--- config.mk ---
export PLATFORM = sky130hd
export DESIGN_NAME = multi_slot_reload_timer_unit
export DESIGN_NICKNAME = d
export VERILOG_FILES = /design/src/mstu_pkg.sv /design/src/mstu_slot.sv /design/src/multi_slot_reload_timer_unit.sv
export SDC_FILE = /design/constraint.sdc
export NUM_CORES = 1
export LEC_CHECK = 0
export ABC_AREA = 1
export BUFFER_PORTS_ARGS = -buffer_cell sky130_fd_sc_hd__buf_4
export CAP_MARGIN = 15
export CORE_ASPECT_RATIO = 0.9
export CORE_MARGIN = 1
export CORE_UTILIZATION = 45
export CTS_CLUSTER_SIZE = 20
export DETAILED_ROUTE_END_ITERATION = 8
export GPL_ROUTABILITY_DRIVEN = 0
export GPL_TIMING_DRIVEN = 0
export PLACE_DENSITY = 0.73
export SLEW_MARGIN = 40
export SYNTH_ARGS = -nofsm -noshare
export SYNTH_HDL_FRONTEND = slang
export SYNTH_HIERARCHICAL = 1
export SYNTH_SLANG_ARGS = --single-unit
--- constraint.sdc ---
create_clock -name i_clk -period 20.8 [get_ports i_clk]
set_clock_uncertainty 0.05 [all_clocks]
set_input_delay 4.16 -clock i_clk [delete_from_list [all_inputs] [get_ports i_clk]]
set_output_delay 4.16 -clock i_clk [all_outputs]
set_load 0.02 [all_outputs]
--- src/mstu_pkg.sv ---
// Shared types and constants for the multi-slot reload timer unit.
`timescale 1ns / 1ps
`default_nettype none

package mstu_pkg;

    localparam int NUM_SLOTS   = 4;
    localparam int IDX_W       = (NUM_SLOTS > 1) ? $clog2(NUM_SLOTS) : 1;
    localparam int CNT_W       = $clog2(NUM_SLOTS + 1);
    localparam int MASK_W      = (NUM_SLOTS > 4) ? NUM_SLOTS : 4;
    localparam logic [15:0] NO_DEADLINE = 16'hFFFF;

    typedef enum logic [1:0] {
        CMD_START = 2'd0,
        CMD_STOP  = 2'd1,
        CMD_TICK  = 2'd2,
        CMD_NOP   = 2'd3
    } t_cmd;

    typedef enum logic [1:0] {
        ST_OK        = 2'd0,
        ST_NO_SPACE  = 2'd1,
        ST_NOT_FOUND = 2'd2
    } t_status;

    // Per-slot update request, already qualified by the pipeline advance.
    typedef struct packed {
        logic        tick;
        logic [7:0]  elapsed;
        logic        load;
        logic        free;
        logic [15:0] first;
        logic [15:0] reload;
        logic [7:0]  owner;
    } t_slot_ctl;

    // Per-slot state as seen now, and as it will be after this item.
    typedef struct packed {
        logic        valid;
        logic [7:0]  owner;
        logic        n_valid;
        logic [15:0] n_count;
        logic        fired;
    } t_slot_stat;

endpackage

`default_nettype wire

--- src/mstu_slot.sv ---
// One countdown slot: stored count, reload interval and owner with its update rule.
`timescale 1ns / 1ps
`default_nettype none

module mstu_slot
    import mstu_pkg::*;
(
    input  wire logic       i_clk,
    input  wire logic       i_rst_n,
    input  wire t_slot_ctl  i_ctl,
    output t_slot_stat      o_stat
);

    logic        r_valid;
    logic [15:0] r_count;
    logic [15:0] r_reload;
    logic [7:0]  r_owner;

    logic        n_valid;
    logic [15:0] n_count;
    logic        expire;
    logic [15:0] elapsed16;

    assign elapsed16 = {8'd0, i_ctl.elapsed};
    assign expire    = r_valid && (r_count <= elapsed16);

    always_comb begin
        n_valid = r_valid;
        n_count = r_count;
        if (i_ctl.load) begin
            n_valid = 1'b1;
            n_count = i_ctl.first;
        end else if (i_ctl.free) begin
            n_valid = 1'b0;
        end else if (i_ctl.tick && r_valid) begin
            if (expire) begin
                // reload wraps modulo 2^16; a one-shot slot drops out
                if (r_reload != 16'd0) begin
                    n_count = r_count + r_reload - elapsed16;
                end else begin
                    n_valid = 1'b0;
                end
            end else begin
                n_count = r_count - elapsed16;
            end
        end
    end

    always_ff @(posedge i_clk) begin
        if (!i_rst_n) begin
            r_valid <= 1'b0;
        end else begin
            r_valid <= n_valid;
        end
    end

    always_ff @(posedge i_clk) begin
        r_count <= n_count;
        if (i_ctl.load) begin
            r_reload <= i_ctl.reload;
            r_owner  <= i_ctl.owner;
        end
    end

    assign o_stat.valid   = r_valid;
    assign o_stat.owner   = r_owner;
    assign o_stat.n_valid = n_valid;
    assign o_stat.n_count = n_count;
    assign o_stat.fired   = i_ctl.tick && expire;

endmodule

`default_nettype wire

--- src/multi_slot_reload_timer_unit.sv ---
// Top level of the multi-slot reload timer unit: input register, slot bank, result register.
`timescale 1ns / 1ps
`default_nettype none

// Channel   Direction  Handshake          Payload
// -------   ---------  -----------------  ----------------------------------------------
// command   in         i_valid / o_ready  i_cmd, i_tick_count, i_first_value,
//                                         i_reload_interval, i_handle
// result    out        o_valid / i_ready  o_status, o_slot_used, o_fired_mask,
//                                         o_next_deadline, o_active_slots
//
// Each command is captured in the input register; when it advances, the slot bank
// updates and the result register loads at the same edge, and the result can leave
// once the result side takes the transfer.
// One command is accepted every cycle while the result side keeps taking transfers.
// When the result register is held by a stall, the command in the input register waits
// and the input register still accepts until it is occupied.
// Reset (synchronous, active low) empties both registers and frees every slot.

module multi_slot_reload_timer_unit
    import mstu_pkg::*;
(
    input  wire logic        i_clk,
    input  wire logic        i_rst_n,
    input  wire logic        i_valid,
    output logic             o_ready,
    input  wire logic [1:0]  i_cmd,
    input  wire logic [7:0]  i_tick_count,
    input  wire logic [15:0] i_first_value,
    input  wire logic [15:0] i_reload_interval,
    input  wire logic [7:0]  i_handle,
    output logic             o_valid,
    input  wire logic        i_ready,
    output logic [1:0]       o_status,
    output logic [1:0]       o_slot_used,
    output logic [3:0]       o_fired_mask,
    output logic [15:0]      o_next_deadline,
    output logic [2:0]       o_active_slots
);

    // Input register
    logic        r_in_valid;
    t_cmd        r_in_cmd;
    logic [7:0]  r_in_tick;
    logic [15:0] r_in_first;
    logic [15:0] r_in_reload;
    logic [7:0]  r_in_handle;

    // Result register
    logic              r_out_valid;
    t_status           r_out_status;
    logic [IDX_W-1:0]  r_out_slot;
    logic [3:0]        r_out_fired;
    logic [15:0]       r_out_deadline;
    logic [CNT_W-1:0]  r_out_active;

    logic advance;

    t_slot_ctl  slot_ctl  [NUM_SLOTS];
    t_slot_stat slot_stat [NUM_SLOTS];

    // Decoded command and slot selection
    logic             is_start;
    logic             is_stop;
    logic             is_tick;
    logic             free_found;
    logic [IDX_W-1:0] free_idx;
    logic             match_found;
    logic [IDX_W-1:0] match_idx;

    t_status          n_status;
    logic [IDX_W-1:0] n_slot;
    logic [MASK_W-1:0] n_fired;
    logic [15:0]      n_deadline;
    logic [CNT_W-1:0] n_active;

    logic [IDX_W+1:0] slot_ext;
    logic [CNT_W+2:0] active_ext;

    // Move the held command into the bank when the result register is free or draining.
    assign advance = r_in_valid && (!r_out_valid || i_ready);
    assign o_ready = !r_in_valid || advance;

    always_ff @(posedge i_clk) begin
        if (!i_rst_n) begin
            r_in_valid <= 1'b0;
        end else if (o_ready) begin
            r_in_valid <= i_valid;
        end
    end

    always_ff @(posedge i_clk) begin
        if (o_ready && i_valid) begin
            r_in_cmd    <= t_cmd'(i_cmd);
            r_in_tick   <= i_tick_count;
            r_in_first  <= i_first_value;
            r_in_reload <= i_reload_interval;
            r_in_handle <= i_handle;
        end
    end

    always_comb begin
        is_start = 1'b0;
        is_stop  = 1'b0;
        is_tick  = 1'b0;
        unique case (r_in_cmd)
            CMD_START: is_start = 1'b1;
            CMD_STOP:  is_stop  = 1'b1;
            CMD_TICK:  is_tick  = 1'b1;
            CMD_NOP:   ;
            default:   ;
        endcase
    end

    // Lowest free slot for start, lowest valid owner match for stop.
    always_comb begin
        free_found  = 1'b0;
        free_idx    = '0;
        match_found = 1'b0;
        match_idx   = '0;
        for (int i = 0; i < NUM_SLOTS; i++) begin
            if (!free_found && !slot_stat[i].valid) begin
                free_found = 1'b1;
                free_idx   = IDX_W'(i);
            end
            if (!match_found && slot_stat[i].valid && slot_stat[i].owner == r_in_handle) begin
                match_found = 1'b1;
                match_idx   = IDX_W'(i);
            end
        end
    end

    // Per-slot requests, only while the command advances.
    always_comb begin
        for (int i = 0; i < NUM_SLOTS; i++) begin
            slot_ctl[i].tick    = advance && is_tick;
            slot_ctl[i].elapsed = r_in_tick;
            slot_ctl[i].load    = advance && is_start && free_found && (free_idx == IDX_W'(i));
            slot_ctl[i].free    = advance && is_stop && match_found && (match_idx == IDX_W'(i));
            slot_ctl[i].first   = r_in_first;
            slot_ctl[i].reload  = r_in_reload;
            slot_ctl[i].owner   = r_in_handle;
        end
    end

    for (genvar g = 0; g < NUM_SLOTS; g++) begin : g_slot
        mstu_slot u_slot (
            .i_clk   (i_clk),
            .i_rst_n (i_rst_n),
            .i_ctl   (slot_ctl[g]),
            .o_stat  (slot_stat[g])
        );
    end

    // Result fields from the post-update slot state.
    always_comb begin
        n_status   = ST_OK;
        n_slot     = '0;
        n_fired    = '0;
        n_deadline = NO_DEADLINE;
        n_active   = '0;
        if (is_start) begin
            if (free_found) begin
                n_slot = free_idx;
            end else begin
                n_status = ST_NO_SPACE;
            end
        end
        if (is_stop) begin
            if (match_found) begin
                n_slot = match_idx;
            end else begin
                n_status = ST_NOT_FOUND;
            end
        end
        for (int i = 0; i < NUM_SLOTS; i++) begin
            n_fired[i] = slot_stat[i].fired;
            if (slot_stat[i].n_valid && slot_stat[i].n_count < n_deadline) begin
                n_deadline = slot_stat[i].n_count;
            end
            n_active = n_active + CNT_W'(slot_stat[i].n_valid);
        end
    end

    always_ff @(posedge i_clk) begin
        if (!i_rst_n) begin
            r_out_valid <= 1'b0;
        end else if (advance) begin
            r_out_valid <= 1'b1;
        end else if (i_ready) begin
            r_out_valid <= 1'b0;
        end
    end

    always_ff @(posedge i_clk) begin
        if (advance) begin
            r_out_status   <= n_status;
            r_out_slot     <= n_slot;
            r_out_fired    <= n_fired[3:0];
            r_out_deadline <= n_deadline;
            r_out_active   <= n_active;
        end
    end

    // Show the low bits of index and count as the result fields carry them.
    assign slot_ext   = (IDX_W + 2)'(r_out_slot);
    assign active_ext = (CNT_W + 3)'(r_out_active);

    assign o_valid         = r_out_valid;
    assign o_status        = r_out_status;
    assign o_slot_used     = slot_ext[1:0];
    assign o_fired_mask    = r_out_fired;
    assign o_next_deadline = r_out_deadline;
    assign o_active_slots  = active_ext[2:0];

endmodule

`default_nettype wire

==> impl_metrics.yaml <==
pwr:
  leakage_nw: 11.3
  clkPwrFrac_pct: 28.4
  vdd_ir_drop_max_v: 0.0000759
  power_density_nw_per_um2: 72.2
  power_frac_comb_pct: 35.2
  p_seq_share_pct: 36.4
  p_sw_share_pct: 38.0
  power.switching_uw: 620
  p_int_mw: 1.01
finish:
  area_growth_pct: 12.3
  fillCellCount: 4107
  drive_gt1_share_pct: 10.1
  multi_input_area_um2: 11200
  final_cell_area_um2: 22600
  seq_area_um2: 6600
  nets: 3201
synth:
  ys_seq_area_share_pct: 32.8
  synth_async_sr_flop_share_pct: 0
  synth_area_leaders: "edfxtp_1, nand2_1, ha_1"
  synth_top_family_by_area: "simple AND/OR/NAND/NOR gates"
  synthMuxAreaShare_pct: 0
  synth_top_area_cell: "edfxtp_1"
  syn_inst: 2806
  syn_area_per_cell_um2: 7.18
  synth_nets: 3065
  synth_adder_area_share_pct: 14.1
  synth_area_um2: 20100
  synth_top_flop_cell: "edfxtp_1"
  ys_ff_latch: 243
  synth_simple_gate_area_share_pct: 28.9
  synth_edf_count: 173
  yosysWarnings: 6
  synth_compound_area_share_pct: 9.74
  yosysTopAreaCellShare_pct: 25.8
  synth_xor_area_share_pct: 2.61
  synth_cell_types: 52
run:
  maxCapViolations: 0
sta:
  fin_crit_sh_pct: 65.3
  final.setup.worst_slack_ns: 7.21
  max_slew_margin_pct: 43.8
  finalHoldViolCount: 0
  setup_tns_ns: 0
  setup_viol: 0
  rsz0062_at_grt: "no"
  max_clock_freq_ghz: 0.0736
  tightestPinTransition_ns: 0.843
  slew_violations: 0
  min_period_ns: 13.59
drt:
  routed_wl_um: 63900
  drcViolationCount: 0
  dr.first_iter.drc_count: 2117
  wl_per_cell_um: 17.9
  num_vias: 19286
  first_pass_iters: 7
  drtAntennaViolNets: 0
  viasPerCell: 5.41
die:
  rows: 73
  die_area_um2: 45600
  die_h_um: 203
  ioPinCount: 83
  start_util_pct: 45.6
  die-width_um: 225
  core_um2: 44100
clock_network:
  clkTransAtPathRegs_ns: 0.06
  holdBufCountCts: 0
  ctsHtreeMaxLevel: 1
  clockBufferDepth: 3
  cts.sinks: 243
  clkLatencyLatePin_ns: 0.55
  cts_made_buffers: 25
  cts_tree: "done"
  post_cts_buffers: 0
  cts-root-buf: "clkbuf_16"
  ctsResizeCount: 0
global_route:
  grt_pass1_wl_um: 98100
  overflow: 0
  antenna_found_initial: 4
  grt_usage_pct: 27.9
  grt_max_degree: 48
  grt_pass1_vias: 18344
setup_path:
  cp.arrival_ns: 13.95
  cp-start-kind: "input port"
  path_max_fanout: 10
  cp_common_cell: "nand2_1"
  critPathCaptureType: "flip-flop"
  cp_slowest_stage_delay_ns: 0.60
  crit_type: "input port to flip-flop"
  cp_slowest_cell: "nor4b_2"
  cp_data_required_time_ns: 21.16
status:
  outcome: "completed"
placed_design:
  port_buffers: 82
  placed_area_um2: 21700
  dp_slack_ns: 6.88
  dpl.hpwl_um: 50800
hold_path:
  min_path_type: "flip-flop to flip-flop"
## synth_stat cells (all sizes together), types with 21 or more instances
library cell and n:
clkbuf 33, o21ai 80, dfxtp 70, nand3 232, xor2 40, nor3 21
buf 25, edfxtp 173, nand4 35, nor2 234, a21oi 214, fa 37
ha 168, nand2 798, inv 545
## cell usage in the layout, fill, tap and decap left out, types with 14 or more instances in the layout
master and count:
buf_2 20, dfxtp_1 70, nor3_1 18, xor2_1 40, inv_2 14, o21ai_0 79, ha_1 168, edfxtp_1 173
a21oi_1 182, fa_1 37, buf_4 97, a21oi_2 32, clkbuf_1 33, xnor2_1 20, nor2_1 221, nand4_1 32
inv_1 529, nand3_1 225, nand2_1 768, nand2_2 27, clkbuf_16 25
## stage by stage
| stage | total power, mW | instances | hold WS [ns] | util [%] |
|---|---|---|---|---|
| after global routing | 1.72 | 3561 | 0.510 | 51.3 |
| after global placement | 1.14 | 3488 | 0.441 | 48.7 |
| after floorplan | 1.00 | 2806 | 0.409 | - |
| final | 1.63 | 3563 | 0.464 | 51.3 |
| after detailed placement | 1.16 | 3514 | 0.451 | 49.3 |
| after CTS | 1.62 | 3560 | 0.467 | 51.2 |
## area by class of cell
| cell class | count | share of cell area (%) |
|---|---|---|
| inverter | 545 | 9.06 |
| antenna | 2 | 0.0221 |
| clock inverter | 20 | 0.924 |
| tap | 600 | 3.32 |
| multi-input combinational | 1960 | 49.6 |
| clock buffer | 26 | 2.78 |
| sequential | 243 | 29.2 |
| buffer | 58 | 1.48 |
| timing repair buffer | 109 | 3.70 |
## state kept, by name, indices dropped and copies added, names as in the netlist, 8 cells and up
register	count
r_in_handle	8
o_next_deadline	16
g_slot.u_slot/r_owner	32
g_slot.u_slot/r_count	64
r_in_tick	8
g_slot.u_slot/r_reload	64
r_in_first	16
r_in_reload	16
## logic make-up (layout without fill, tap and decap cells)
logic type / after synthesis / count (layout)
other: 0 / 2
AO/OA/AOI/OAI: 340 / 340
AND/OR/NAND/NOR: 1355 / 1355
XOR/XNOR: 60 / 60
adder cells (fa/ha/maj): 205 / 205
buffers and inverters: 603 / 758
flip-flops: 243 / 243
## power by group through the flow
stage | logic (mW) | clock network (mW) | registers, mW
2_1_floorplan | 0.424 | 0 | 0.579
3_3_place_gp | 0.533 | 0 | 0.604
3_5_place_dp | 0.555 | 0 | 0.601
4_1_cts | 0.559 | 0.469 | 0.591
5_1_grt | 0.644 | 0.487 | 0.594
6_report | 0.574 | 0.464 | 0.594
## layer usage
metal / wire, µm / share of wire [%] / track usage (%)
met1: 25400 / 40 / 35.8
met2: 26700 / 42 / 42.4
met3: 8150 / 13 / 8.35
met4: 3690 / 5.8 / 14.5
met5: 35 / 0.055 / 0
## critical path: cells and delay by family
kind	cells	cell delay, ns
compound gates	10	2.01
buf+inv	17	3.32
fa+ha+maj	3	0.95
simple gates	21	3.46
## final timing paths
check | slack [ns] | start | end | cells after the start
hold reg to reg | 0.46 | o_valid | o_valid | 2
setup / recovery | 7.21 | i_ready | o_next_deadline[13] | 51
setup reg to reg | 10.06 | r_in_handle[5] | o_next_deadline[13] | 49
hold / removal | 0.46 | o_valid | o_valid | 2
(Power assumes the default switching activity.)
